[config.mk]
export PLATFORM = sky130hd
export DESIGN_NAME = telemetry_frame_builder
export DESIGN_NICKNAME = d
export VERILOG_FILES = /design/src/rtl/core/tfb_pkg.sv /design/src/rtl/core/tfb_front.sv /design/src/rtl/core/tfb_queue.sv /design/src/rtl/core/tfb_back.sv /design/src/rtl/core/telemetry_frame_builder.sv
export VERILOG_INCLUDE_DIRS = /design/src /design/src/rtl/core
export SDC_FILE = /design/constraint.sdc
export NUM_CORES = 1
export LEC_CHECK = 0
export ABC_CLOCK_PERIOD_IN_PS = 5500
export BUFFER_PORTS_ARGS = -buffer_cell sky130_fd_sc_hd__buf_2
export CAP_MARGIN = 20
export CORE_ASPECT_RATIO = 1.1
export CORE_UTILIZATION = 30
export DETAILED_ROUTE_END_ITERATION = 6
export PLACE_DENSITY = 0.44
export SETUP_SLACK_MARGIN = 0.02
export SYNTH_ARGS = -nofsm -noshare
export SYNTH_HDL_FRONTEND = slang
export SYNTH_HIERARCHICAL = 1
export SYNTH_SLANG_ARGS = --single-unit
[constraint.sdc]
create_clock -name clk -period 5.5 [get_ports clk]
set_input_delay 0.275 -clock clk [delete_from_list [all_inputs] [get_ports clk]]
set_output_delay 0.275 -clock clk [all_outputs]
set_load 0.01 [all_outputs]
[src/rtl/core/telemetry_frame_builder_macros.svh]
// Assertion macros for the telemetry frame builder.
`ifndef TELEMETRY_FRAME_BUILDER_MACROS_SVH
`define TELEMETRY_FRAME_BUILDER_MACROS_SVH

// Same-cycle implication, checked on clk, off during reset.
`define TFB_ASSERT_IMP(label, pre, post, msg) \
  label: assert property (@(posedge clk) disable iff (rst) (pre) |-> (post)) \
    else $error(msg);

// Next-cycle implication, checked on clk, off during reset.
`define TFB_ASSERT_NXT(label, pre, post, msg) \
  label: assert property (@(posedge clk) disable iff (rst) (pre) |=> (post)) \
    else $error(msg);

`endif

[src/rtl/core/tfb_pkg.sv]
// Shared types and constants of the telemetry frame builder.
package tfb_pkg;

  localparam logic [7:0] FRAME_HEAD  = 8'hAA;
  localparam logic [7:0] DEST_RESET  = 8'hFF;

  localparam int QUEUE_DEPTH = 4;
  localparam int QPTR_W      = $clog2(QUEUE_DEPTH);
  localparam int QCNT_W      = QPTR_W + 1;

  // One accepted, non-stray input item as queued for the back end.
  typedef struct packed {
    logic [7:0] payload_byte;
    logic [7:0] frame_id;
    logic [7:0] payload_len;
    logic       first;
    logic       last;
  } tfb_item_t;

  typedef struct packed {
    logic empty;
    logic full;
  } tfb_q_status_t;

endpackage

[src/rtl/core/tfb_front.sv]
// Front end: input handshake, frame tracking and stray byte drop.
module tfb_front (
  input  logic                  clk,
  input  logic                  rst,
  input  logic                  s_tvalid,
  output logic                  s_tready,
  input  logic [23:0]           s_tdata,
  input  logic                  s_tlast,
  input  logic                  s_tuser,
  input  tfb_pkg::tfb_q_status_t q_status,
  output logic                  push,
  output tfb_pkg::tfb_item_t    item
);
  import tfb_pkg::*;

  logic frame_open;
  logic accept;

  assign s_tready = !q_status.full;
  assign accept   = s_tvalid && s_tready;

  // A byte without first while no frame is open is swallowed.
  assign push = accept && (s_tuser || frame_open);

  assign item.payload_byte = s_tdata[7:0];
  assign item.frame_id     = s_tdata[15:8];
  assign item.payload_len  = s_tdata[23:16];
  assign item.first        = s_tuser;
  assign item.last         = s_tlast;

  always_ff @(posedge clk) begin
    if (rst) begin
      frame_open <= 1'b0;
    end else if (accept) begin
      if (s_tuser) begin
        frame_open <= !s_tlast;
      end else if (frame_open && s_tlast) begin
        frame_open <= 1'b0;
      end
    end
  end

endmodule

[src/rtl/core/tfb_queue.sv]
// Small flop queue between front and back end.
module tfb_queue (
  input  logic                   clk,
  input  logic                   rst,
  input  logic                   push,
  input  tfb_pkg::tfb_item_t     item_in,
  input  logic                   pop,
  output tfb_pkg::tfb_item_t     item_out,
  output tfb_pkg::tfb_q_status_t status
);
  import tfb_pkg::*;

  tfb_item_t         entries [QUEUE_DEPTH];
  logic [QPTR_W-1:0] wr_ptr;
  logic [QPTR_W-1:0] rd_ptr;
  logic [QCNT_W-1:0] count;

  assign status.empty = (count == '0);
  assign status.full  = (count == QCNT_W'(QUEUE_DEPTH));
  assign item_out     = entries[rd_ptr];

  always_ff @(posedge clk) begin
    if (push) begin
      entries[wr_ptr] <= item_in;
    end
  end

  always_ff @(posedge clk) begin
    if (rst) begin
      wr_ptr <= '0;
      rd_ptr <= '0;
      count  <= '0;
    end else begin
      if (push) begin
        wr_ptr <= wr_ptr + QPTR_W'(1);
      end
      if (pop) begin
        rd_ptr <= rd_ptr + QPTR_W'(1);
      end
      if (push && !pop) begin
        count <= count + QCNT_W'(1);
      end else if (pop && !push) begin
        count <= count - QCNT_W'(1);
      end
    end
  end

endmodule

[src/rtl/core/tfb_back.sv]
// Back end: byte sequencer, check accumulators and output register.
module tfb_back (
  input  logic                   clk,
  input  logic                   rst,
  input  tfb_pkg::tfb_item_t     item,
  input  tfb_pkg::tfb_q_status_t q_status,
  input  logic [7:0]             dest_address,
  output logic                   pop,
  output logic                   m_tvalid,
  input  logic                   m_tready,
  output logic [7:0]             m_tdata,
  output logic                   m_tlast,
  output logic                   m_tuser
);
  import tfb_pkg::*;

  typedef enum logic [6:0] {
    PH_HEAD = 7'b0000001,
    PH_ADDR = 7'b0000010,
    PH_FID  = 7'b0000100,
    PH_LEN  = 7'b0001000,
    PH_DATA = 7'b0010000,
    PH_SUM  = 7'b0100000,
    PH_ADD  = 7'b1000000
  } phase_t;

  phase_t     phase;
  phase_t     cur_phase;
  phase_t     phase_next;
  logic       busy;
  logic [7:0] sum_check;
  logic [7:0] add_check;
  logic [7:0] base_sum;
  logic [7:0] base_add;
  logic [7:0] sum_next;
  logic [7:0] add_next;
  logic [7:0] byte_sel;
  logic       framed;
  logic       final_step;
  logic       out_load;
  logic       go;

  // Idle between items: the head entry picks the entry phase.
  assign cur_phase = busy ? phase : (item.first ? PH_HEAD : PH_DATA);

  assign out_load = !m_tvalid || m_tready;
  assign go       = !q_status.empty && out_load;

  always_comb begin
    byte_sel   = item.payload_byte;
    framed     = 1'b1;
    final_step = 1'b0;
    phase_next = PH_DATA;
    unique case (cur_phase)
      PH_HEAD: begin
        byte_sel   = FRAME_HEAD;
        phase_next = PH_ADDR;
      end
      PH_ADDR: begin
        byte_sel   = dest_address;
        phase_next = PH_FID;
      end
      PH_FID: begin
        byte_sel   = item.frame_id;
        phase_next = PH_LEN;
      end
      PH_LEN: begin
        byte_sel   = item.payload_len;
        phase_next = PH_DATA;
      end
      PH_DATA: begin
        byte_sel   = item.payload_byte;
        final_step = !item.last;
        phase_next = PH_SUM;
      end
      PH_SUM: begin
        byte_sel   = sum_check;
        framed     = 1'b0;
        phase_next = PH_ADD;
      end
      PH_ADD: begin
        byte_sel   = add_check;
        framed     = 1'b0;
        final_step = 1'b1;
        phase_next = PH_HEAD;
      end
      default: begin
        byte_sel   = item.payload_byte;
        framed     = 1'b0;
        final_step = 1'b1;
        phase_next = PH_HEAD;
      end
    endcase
  end

  // Checks restart on the header byte of every frame.
  assign base_sum = (cur_phase == PH_HEAD) ? 8'h00 : sum_check;
  assign base_add = (cur_phase == PH_HEAD) ? 8'h00 : add_check;
  assign sum_next = base_sum + byte_sel;
  assign add_next = base_add + sum_next;

  assign pop = go && final_step;

  always_ff @(posedge clk) begin
    if (rst) begin
      busy      <= 1'b0;
      phase     <= PH_HEAD;
      sum_check <= 8'h00;
      add_check <= 8'h00;
      m_tvalid  <= 1'b0;
    end else begin
      if (out_load) begin
        m_tvalid <= go;
      end
      if (go) begin
        busy  <= !final_step;
        phase <= phase_next;
        if (framed) begin
          sum_check <= sum_next;
          add_check <= add_next;
        end
      end
    end
  end

  always_ff @(posedge clk) begin
    if (go) begin
      m_tdata <= byte_sel;
      m_tlast <= (cur_phase == PH_ADD);
      m_tuser <= final_step;
    end
  end

endmodule

[src/rtl/core/telemetry_frame_builder.sv]
// Top level of the telemetry frame builder: front, queue, back, config, checks.
//
// Usage:
//   Input stream s_*: one payload byte per item. s_tuser = first (opens a
//   frame, header 0xAA, address, frame id, length go out ahead of the byte),
//   s_tlast = last (sum check and add check follow the byte). A byte with no
//   first while no frame is open is dropped with no output.
//   Output stream m_*: one framed byte per item. m_tlast marks the add check
//   byte that ends a frame, m_tuser marks the final byte caused by one input.
//   cfg_*: writes dest_address; always ready, write only while idle.
// Path: an accepted item is queued first; its bytes then pass the output register.
// Throughput: the back-end sequencer emits one byte per cycle while the output
//   is not stalled; a middle payload byte yields one output byte, a first byte
//   five and a last byte three, and a one-byte frame yields seven. The 4-entry
//   queue lets the input keep flowing while a header or check burst is in progress.
// Reset: synchronous rst clears the queue, the checks, frame tracking and
//   the output valid; dest_address returns to 0xFF.
// Stall: when m_tready is low the output register holds; the queue fills
//   and s_tready drops only once it is full.
module telemetry_frame_builder (
  input  logic        clk,
  input  logic        rst,
  // Input stream
  input  logic        s_tvalid,
  output logic        s_tready,
  input  logic [23:0] s_tdata,   // payload_byte [7:0], frame_id [15:8], payload_len [23:16]
  input  logic        s_tlast,   // last
  input  logic        s_tuser,   // first
  // Output stream
  output logic        m_tvalid,
  input  logic        m_tready,
  output logic [7:0]  m_tdata,   // out_byte [7:0]
  output logic        m_tlast,   // end_of_frame
  output logic        m_tuser,   // last_of_run
  // Configuration
  input  logic        cfg_valid,
  output logic        cfg_ready,
  input  logic [7:0]  cfg_data   // dest_address [7:0]
);
  import tfb_pkg::*;

  `include "telemetry_frame_builder_macros.svh"

  tfb_item_t     front_item;
  tfb_item_t     head_item;
  tfb_q_status_t q_status;
  logic          q_push;
  logic          q_pop;
  logic [7:0]    dest_address;

  // Config register: taken any cycle, used only by the header sequencer.
  assign cfg_ready = 1'b1;

  always_ff @(posedge clk) begin
    if (rst) begin
      dest_address <= DEST_RESET;
    end else if (cfg_valid && cfg_ready) begin
      dest_address <= cfg_data;
    end
  end

  tfb_front u_front (
    .clk      (clk),
    .rst      (rst),
    .s_tvalid (s_tvalid),
    .s_tready (s_tready),
    .s_tdata  (s_tdata),
    .s_tlast  (s_tlast),
    .s_tuser  (s_tuser),
    .q_status (q_status),
    .push     (q_push),
    .item     (front_item)
  );

  tfb_queue u_queue (
    .clk      (clk),
    .rst      (rst),
    .push     (q_push),
    .item_in  (front_item),
    .pop      (q_pop),
    .item_out (head_item),
    .status   (q_status)
  );

  tfb_back u_back (
    .clk          (clk),
    .rst          (rst),
    .item         (head_item),
    .q_status     (q_status),
    .dest_address (dest_address),
    .pop          (q_pop),
    .m_tvalid     (m_tvalid),
    .m_tready     (m_tready),
    .m_tdata      (m_tdata),
    .m_tlast      (m_tlast),
    .m_tuser      (m_tuser)
  );

  // The add check always closes the run of its input item.
  `TFB_ASSERT_IMP(a_eof_ends_run, m_tvalid && m_tlast, m_tuser, "end of frame without end of run")
  // Front never writes into a full queue.
  `TFB_ASSERT_IMP(a_no_push_full, q_push, !q_status.full, "push into full queue")
  // Back never pops an empty queue.
  `TFB_ASSERT_IMP(a_no_pop_empty, q_pop, !q_status.empty, "pop from empty queue")
  // A pop always leaves a final byte in the output register.
  `TFB_ASSERT_NXT(a_pop_marks_run, q_pop, m_tvalid && m_tuser, "pop without run end on output")

endmodule

======== Yosys cells after proc, flatten, opt, wreduce, memory -nomap -nowiden ========
Memory sizes are Yosys's and may differ from the RTL's. A register that Yosys moved wholly into a read port is not among the register bits.
Cells that the tools add are included.
storage, ports and cells
  memory bits (writable) .................. 104
  output and inout bits ................... 13
  logic and storage cells ................. 68
  memories kept ........................... 1
  register bits after elaboration ......... 51
  input port bits ......................... 39
operators by class
  muxes and demuxes ....................... 16
  equal/unequal tests ..................... 8
  reduce and logical (&&, ||, !) cells .... 24
  add/sub/neg operators ................... 6
memory list
  name             words  width  read ports  clocked after Yosys merged registers in  wr ports  line             RTL
  u_queue.entries  4      26     1           1                                        1         tfb_queue.sv:13  tfb_item_t entries [QUEUE_DEPTH];
operators by type and width
  cell                                                 count
  case mux 8 bit (6 select lines)                      1
  case mux 7 bit (6 select lines)                      1
  adder 8 bit                                          2
  two-way mux 8 bit                                    2
  OR reduction 5 bit                                   2
  logical NOT 1 bit                                    8
  equality test 7 x 1 -> 1 bit, second input constant  1
  equality test 7 x 2 -> 1 bit, second input constant  1
  equality test 7 x 3 -> 1 bit, second input constant  1
  equality test 7 x 4 -> 1 bit, second input constant  1
  equality test 7 x 5 -> 1 bit, second input constant  1
  equality test 7 x 6 -> 1 bit, second input constant  1
  equality test 7 bit, second input constant           1
  logical AND 1 bit                                    7
  two-way mux 7 bit                                    1
  two-way mux 3 bit                                    2
  two-way mux 1 bit                                    5
  two-way mux 5 bit                                    1
  adder 2 x 1 -> 2 bit, second input constant          2
  two-way mux 2 bit                                    2
  AND reduction 2 bit                                  2
  nonzero test 2 bit                                   2
  adder 3 x 1 -> 3 bit, second input constant          1
  equality test 3 bit, second input constant           1
  other kinds (4)                                      5

======== Logic depth before layout (Yosys ltp) ========
Gate-level depths: netlist of the first run.
  depth in word-level cells ............... 9
  gate-level depth with buffers ........... 24
  mapped depth without buffers ............ 21

======== By module ========
The synthesis of the first run kept the hierarchy.
modules (own cells, without submodules)
  module                   area each (µm²)  seq. area each (µm²)  cells each  instances
  tfb_queue                4226.6           3303.2                180         1
  tfb_back                 2414.8           800.8                 273         1
  telemetry_frame_builder  314.1            160.2                 28          1
  tfb_front                259.0            20.0                  33          1

======== Worst setup path before layout of the first run ========
No wires, ideal clock.
  path type ............................... reg2reg
  start point ............................. register u_back.phase[0]
  end point ............................... register u_back.add_check[7]
  path buffers ............................ 1
  setup time .............................. 0.127 ns
  required time ........................... 5.373 ns
  period minus slack after synthesis ...... 5.250 ns
  path slack .............................. 0.250 ns
  cell stages (with the launch flop) ...... 23
  arrival time ............................ 5.123 ns
  cells stage by stage .................... dfxtp_1 -> clkbuf_1 -> or4b_1 -> or3_1 -> nor3b_1 -> a22oi_1 -> nand3_1 -> a221oi_1 -> a21oi_1 -> ha_1 -> a21oi_1 -> inv_1 -> a21oi_1 -> xnor2_1 -> ha_1 -> and3_1 -> a2111oi_0 -> o21bai_1 -> a21oi_1 -> xnor2_1 -> xnor2_1 -> a2bb2oi_1 -> o22ai_1
between the ends
  cells in the longest elaborated chain, start to end .. 5
  elaborated cells on any way between the ends .. 16
  classes of those cells .................. add/sub: 2; eq/ne: 7; mux: 5; reduce/logical: 2
ends and longest elaborated chain
  what                                               line             RTL
  start: declaration                                 tfb_back.sv:27   phase_t phase;
  start signal: assignment                           tfb_back.sv:117  phase <= phase_next;
  two-way mux 7 bit (*)                              tfb_back.sv:44   assign cur_phase = busy ? phase : (item.first ? PH_HEAD : PH_DATA);
  equality test 7 bit, or another cell as far along  tfb_back.sv:54   unique case (cur_phase)
  case mux 8 bit (6 select lines) (*)                tfb_back.sv:54
  named net u_back.byte_sel[1]                       tfb_back.sv:37   logic [7:0] byte_sel;
  adder 8 bit (*)                                    tfb_back.sv:99   assign sum_next = base_sum + byte_sel;
  named net u_back.sum_next[3]                       tfb_back.sv:35   logic [7:0] sum_next;
  adder 8 bit (*)                                    tfb_back.sv:100  assign add_next = base_add + sum_next;
  end signal: assignment                             tfb_back.sv:120  add_check <= add_next;
  end: declaration                                   tfb_back.sv:32   logic [7:0] add_check;
The timed path passes the listed nets; every way through them passes the cells marked *.
A chain may end at the register's enable or synchronous reset.

==> flow_summary.toml, run 1 <==
[status]
status = "complete, but fails checks"
violations = "DRC"

[setup_path]
worstPathArrival_ns = 5.39
path_class = "flop to flop"
worst_path_max_delay_cell = "or4_4"
end_kind = "flop"
r2r-end = "u_back/add_check[7]"
crit_fanout = 9
crit_top_cell = "xnor2_1"
crit_required_ns = 5.78
startpoint_type = "flop"
path_buf_inv = 1
reg2reg_slack_ns = 0.39
max_stage_delay_ns = 0.57
crit_chain = "mux4_2 > nand2b_1 > o31ai_1 > or4_4 > nor2_1 > a31oi_1 > ha_1 > fa_1 > a21o_1 > a21oi_2 > xnor2_1 > ha_1 > and3_1 > a2111oi_1 > buf_4 > o21bai_1 > a21oi_2 > xnor2_1 > xnor2_1 > a2bb2oi_1 > o22ai_1"
rr_worst_depth = 21
crit_family = "compound AO/OA/AOI/OAI gates"

[yosys]
syn_area_um2 = 7210
synth_nets = 575
ys_top_cells_by_area = "edfxtp_1, dfxtp_1, mux4_2"
yosysWarnings = 6
synth_top_cell_area_share_pct = 47.5
ys_async_sr_fraction_pct = 0
synth-seq-cells = 157
syn_inst = 514
synth_area_leader_cell = "edfxtp_1"
synth_area_per_cell_um2 = 14.0
synth_seq_area_share_pct = 59.4
synth-edff-count = 114
yosys.cell_types.count = 62
synth_ff_type = "edfxtp_1"

[route]
avgViaCountPerCell = 4.79
ant_nets = 0
vias = 4131
wl_per_cell_um = 17.9
drt-initial-drc-count = 242
drt-pass1-iter-count = 6
route.detailed.drc = 2
drt-total-wl_mm = 15.4

[placement]
io_buffers = 50
place.gp.congestion = 0.816
placedCellCount = 830
dp_hpwl_mm = 10.4
dpl_worst_slack_ns = 0.144
postPlaceCellArea_um2 = 7580

[global_routing]
grt_pass1_vias = 4305
antenna_found_initial = 0
grt_max_degree = 44
grt_usage_pct = 13.5
grt_remaining_overflow = 0
grt_pass1_wl_mm = 24.3

[power]
swShare_pct = 35.4
seqPwrFrac_pct = 35.5
combPwrFrac_pct = 38.0
pwr_density_cell_nw_per_um2 = 533
internal_power_mw = 2.81
power.leakage_nw = 2.91
peakVddDrop_mv = 0.217
pwr-share-clk_pct = 26.5
switchingPower_mw = 1.54

[timing]
layout_min_cycle_time_ns = 5.11
fmax_ghz = 0.196
worst_pin_slew_ns = 0.954
hold_ws_ns = 0.0536
hold_viol = 0
setup_viol = 0
max_slew_margin_pct = 36.3
period_share_pct = 93.0
drv_slew = 0
rsz0062_at_grt = "no"
setup_ws_ns = 0.386
skew_ns = 0.0152
fin_setup_tns_ns = 0

[cells_and_area]
multi_input_area_um2 = 2530
antenna_cells = 0
seqCellArea_um2 = 4280
area_growth_pct = 13.4
num-fill-cells = 2302
layout-drive-gt1-share_pct = 24.8
mostFrequentLayoutCell = "edfxtp_1"
design_area_um2 = 8180
nets = 605
layout_common_cells = "edfxtp_1, buf_2, nor2_1"
fin_cells = 862

[clock_network]
cts_setup_buffers = 0
clk_path_buf_depth = 2
clk_pin_slew_worst_paths_ns = 0.07
ctsHoldBuffers = 0
h-tree-depth = 4
cts-buffers-inserted = 17
clk_latency_ns = 0.43
cts-root-buf = "clkbuf_16"
cts_tree = "built"
cts_sinks = 157

[die]
num_rows = 59
dieArea_um2 = 24700
initial_core_util_pct = 30.5
die_w_um = 150
die_h_um = 165
coreArea_um2 = 23600
io_pins = 52

[worst_hold_path]
holdPathStages = 1
hp-start = "s_tdata[20]"
holdPathEnd = "u_queue/entries[2][6]"
hold_path_class = "input port to flop"

[run]
maxCapViolCount = 0
-- logic make-up after synthesis --
group	synth area share [%]
mux	10.2
other cells	0.0520
simple gates	9.47
buf+inv	5.98
xor+xnor	2.81
fa+ha+maj	4.13
compound gates	7.94
flops	59.4
-- cell type report --
cell class,instances,area share [%]
Sequential cell,157,52.4
Clock inverter,14,1.85
Timing Repair Buffer,63,4.25
Inverter,16,0.734
Tap cell,305,4.66
Multi-Input combinational cell,289,30.9
Clock buffer,18,5.24
-- power groups by stage --
stage / combinational (mW) / clock (mW) / sequential [mW]
final: 1.66 / 1.15 / 1.55
after global routing: 1.84 / 1.23 / 1.57
after CTS: 1.66 / 1.19 / 1.55
after detailed placement: 1.65 / 0 / 1.57
after global placement: 1.64 / 0 / 1.57
after floorplan: 1.28 / 0 / 1.56
-- synth_stat cells, types with 5 or more instances --
master,n
edfxtp_1,114
nor2_1,44
dfxtp_1,43
buf_4,27
a21oi_1,25
nand2_1,22
mux4_2,20
and2_1,19
ha_1,19
inv_1,15
xnor2_1,15
mux2i_1,13
clkbuf_1,12
a22oi_1,9
nor2b_1,9
nand2b_1,7
a211o_2,6
mux4_1,6
buf_6,5
nand3_1,5
xor2_1,5
-- how the worst max path moves through the flow --
stage / from / end / slack (ns) / cells past startpoint
2_1_floorplan: u_back/phase[0] / u_back/add_check[7] / 0.25 / 22
3_3_place_gp: flop / u_back/add_check[7] / 0.22 / 21
3_5_place_dp: flop / u_back/add_check[7] / 0.14 / 21
4_1_cts: flop / u_back/add_check[7] / 0.08 / 21
5_1_grt: flop / u_back/add_check[7] / 0.11 / 21
6_report: flop / u_back/add_check[7] / 0.39 / 21
-- registers in the layout, summed over array words and instances (netlist names), named ones only --
name	flops
u_queue/count	3
u_back/m_tvalid	1
u_back/m_tlast	1
u_back/m_tuser	1
u_back/busy	1
u_back/m_tdata	8
u_front/frame_open	1
dest_address	8
u_back/phase	7
u_queue/entries	104
u_queue/rd_ptr	2
u_back/add_check	8
u_queue/wr_ptr	2
u_back/sum_check	8
-- repair_timing --
action	4_1_cts	5_1_grt
setup endpoints to repair	0	1
gates resized for setup	0	7
hold endpoints to repair	0	0
-- per-stage QoR --
| step | util, % | power [mW] |
|---|---|---|
| 6_report | 34.6 | 4.36 |
| 5_1_grt | 34.6 | 4.64 |
| 4_1_cts | 34.5 | 4.39 |
| 3_5_place_dp | 32.1 | 3.22 |
| 3_3_place_gp | 32.1 | 3.20 |
| 2_1_floorplan | - | 2.84 |
-- layer usage --
metal  track usage [%]  wire length, um  vias up
met3              2.76              520       23
met4              6.06              286        0
met2              22.2             7490       75
met1              17.1             7110     2072
li1                  -                -     1961
met5                 0                0        -
(Power assumes the default switching activity.)
==> run 2: changes to the inputs <==
--- a/config.mk
+++ b/config.mk
@@ -10,11 +10,12 @@
 export BUFFER_PORTS_ARGS = -buffer_cell sky130_fd_sc_hd__buf_2
 export CAP_MARGIN = 20
 export CORE_ASPECT_RATIO = 1.1
+export CORE_MARGIN = 4
 export CORE_UTILIZATION = 30
 export DETAILED_ROUTE_END_ITERATION = 6
 export PLACE_DENSITY = 0.44
 export SETUP_SLACK_MARGIN = 0.02
+export SLEW_MARGIN = 25
 export SYNTH_ARGS = -nofsm -noshare
 export SYNTH_HDL_FRONTEND = slang
-export SYNTH_HIERARCHICAL = 1
 export SYNTH_SLANG_ARGS = --single-unit
==> flow_summary.toml, run 2 <==
[timing]
layout_min_cycle_time_ns = 4.94
drv_slew = 0
worst_pin_slew_ns = 0.877
skew_ns = 0.00935
rsz0062_at_grt = "no"
setup_ws_ns = 0.565
max_slew_margin_pct = 41.6
hold_viol = 0
period_share_pct = 89.7
hold_ws_ns = 0.0631
fin_setup_tns_ns = 0
fmax_ghz = 0.203
setup_viol = 0

[route]
drt-total-wl_mm = 16.1
route.detailed.drc = 0
wl_per_cell_um = 18.9
avgViaCountPerCell = 4.83
drt-pass1-iter-count = 4
ant_nets = 0
vias = 4113
drt-initial-drc-count = 200

[clock_network]
cts_setup_buffers = 0
cts-root-buf = "clkbuf_16"
cts_resized = 0
h-tree-depth = 4
cts_tree = "built"
clk_path_buf_depth = 2
clk_pin_slew_worst_paths_ns = 0.07
ctsHoldBuffers = 0
cts_sinks = 157
clk_latency_ns = 0.42
cts-buffers-inserted = 17

[power]
p_total_mw = 4.22
peakVddDrop_mv = 0.229
power.leakage_nw = 2.84
pwr_density_cell_nw_per_um2 = 526

[run]
maxCapViolCount = 0

[cells_and_area]
largest-register = "u_queue.entries"
largest_register_ffs = 104
layout_common_cells = "edfxtp_1, nand2_1, buf_2"
design_area_um2 = 8020
antenna_cells = 0
layout-drive-gt1-share_pct = 22.1
mostFrequentLayoutCell = "edfxtp_1"
nets = 604
area_growth_pct = 17.6

[placement]
dp_hpwl_mm = 10.9
io_buffers = 50
dpl_worst_slack_ns = 0.600
postPlaceCellArea_um2 = 7410
place.gp.congestion = 0.780

[yosys]
yosysWarnings = 0
netlist_top_cells_count = "edfxtp_1, nand2_1, dfxtp_1"
synth_xor_area_share_pct = 2.05
ys_top_cells_by_area = "edfxtp_1, dfxtp_1, mux4_2"
synth-edff-count = 114
synthSimpleGateAreaFrac_pct = 11.0
syn_inst = 490
synth-seq-cells = 157
yosys.cell_types.count = 50
synth_ff_type = "edfxtp_1"
synth_top_family_by_area = "simple AND/OR/NAND/NOR gates"
synth_top_cell_area_share_pct = 50.2
synth_area_leader_cell = "edfxtp_1"
synth_seq_area_share_pct = 62.8
synth_area_per_cell_um2 = 13.9
synth_mux_area_share_pct = 8.99
synth_most_common_cell = "edfxtp_1"
synth_fa_ha_area_share_pct = 4.37
ys_async_sr_fraction_pct = 0
syn_area_um2 = 6820
synth_nets = 551
synth_compound_area_share_pct = 8.47

[die]
num_rows = 57
die_w_um = 152
coreArea_um2 = 22300
initial_core_util_pct = 30.7
dieArea_um2 = 25200
die_h_um = 166
io_pins = 52

[global_routing]
antenna_found_initial = 1
grt_pass1_vias = 4299
grt_usage_pct = 13.2
grt_max_degree = 44
grt_pass1_wl_mm = 25.2
grt_remaining_overflow = 0

[setup_path]
reg2reg_slack_ns = 0.56
crit_required_ns = 5.83
startpoint_type = "flop"
path_class = "flop to flop"
crit_fanout = 8
end_kind = "flop"
worstPathArrival_ns = 5.27

[status]
status = "complete, no violations"

[worst_hold_path]
hold_path_class = "input port to flop"
## run 2: cell count changes after synthesis, moves of 5 or more
cell | before | now
nand2_1 | 22 | 50
a211o_1 | 3 | 8
mux2i_1 | 13 | 2
a21oi_1 | 25 | 31
nor2_1 | 44 | 25
a211oi_1 | 1 | 6
nand2b_1 | 7 | 2
and4b_1 | 0 | 5
xnor2_1 | 15 | 10
clkbuf_1 | 12 | 19
a211o_2 | 6 | 0
buf_4 | 27 | 1
## run 2: cells by family after synthesis
| logic type | after synthesis |
|---|---|
| multiplexers | 28 |
| AND/OR/NAND/NOR | 145 |
| AO/OA/AOI/OAI | 83 |
| flip-flops | 157 |
| other | 1 |
| buffers and inverters | 38 |
| XOR/XNOR | 16 |
| adder cells (fa/ha/maj) | 22 |
## run 2: per-layer routing
metal	global-route usage [%]	share of wire, %	vias up
li1	-	-	1973
met1	17.0	44	2050
met2	22.0	51	77
met3	3.25	4.3	11
met4	4.22	0.78	2
met5	0	0.043	-
## run 2: path summary, 6_finish.rpt
| path | startpoint | endpoint | depth (start not counted) |
|---|---|---|---|
| max | u_back.busy | u_back.add_check[7] | 20 |
| min | s_tdata[7] | u_queue.entries[2][25] | 1 |
| max reg2reg | u_back.busy | u_back.add_check[7] | 20 |
| min reg2reg | u_back.m_tvalid | u_back.m_tvalid | 2 |
## run 2: where the power goes
group / internal (mW) / total (mW) / switching (mW)
combinational: 0.582 / 1.42 / 0.836
sequential: 1.48 / 1.59 / 0.110
clock: 0.688 / 1.22 / 0.529
total: 2.75 / 4.22 / 1.48
## run 2: worst max-delay path, stage by stage, from the launching register on
cell	delay, ns
dfxtp_1	0.44
nor4b_1	0.47
and4b_1	0.51
or4_4	0.23
nor3_1	0.05
buf_4	0.19
nand2_1	0.06
nand3_1	0.09
ha_1	0.25
fa_1	0.42
a21o_1	0.20
a21oi_1	0.22
xnor2_1	0.12
ha_1	0.34
o21a_1	0.13
a21oi_1	0.09
o21bai_1	0.13
a21oi_1	0.09
or3_1	0.38
and2_1	0.17
o32ai_2	0.24
## run 2: through the flow
| stage | instances | utilization [%] |
|---|---|---|
| 2_1_floorplan | 490 | - |
| 3_3_place_gp | 819 | 33.3 |
| 3_5_place_dp | 819 | 33.3 |
| 4_1_cts | 851 | 36.0 |
| 5_1_grt | 851 | 36.0 |
| 6_report | 851 | 36.0 |
## run 2: area by class of cell
class | instances | area, um^2
Tap cell | 295 | 369
Sequential cell | 157 | 4290
Clock buffer | 17 | 425
Clock inverter | 15 | 176
Timing Repair Buffer | 58 | 310
Inverter | 14 | 52.6
Multi-Input combinational cell | 295 | 2400
Fill cell | 2187 | 14200
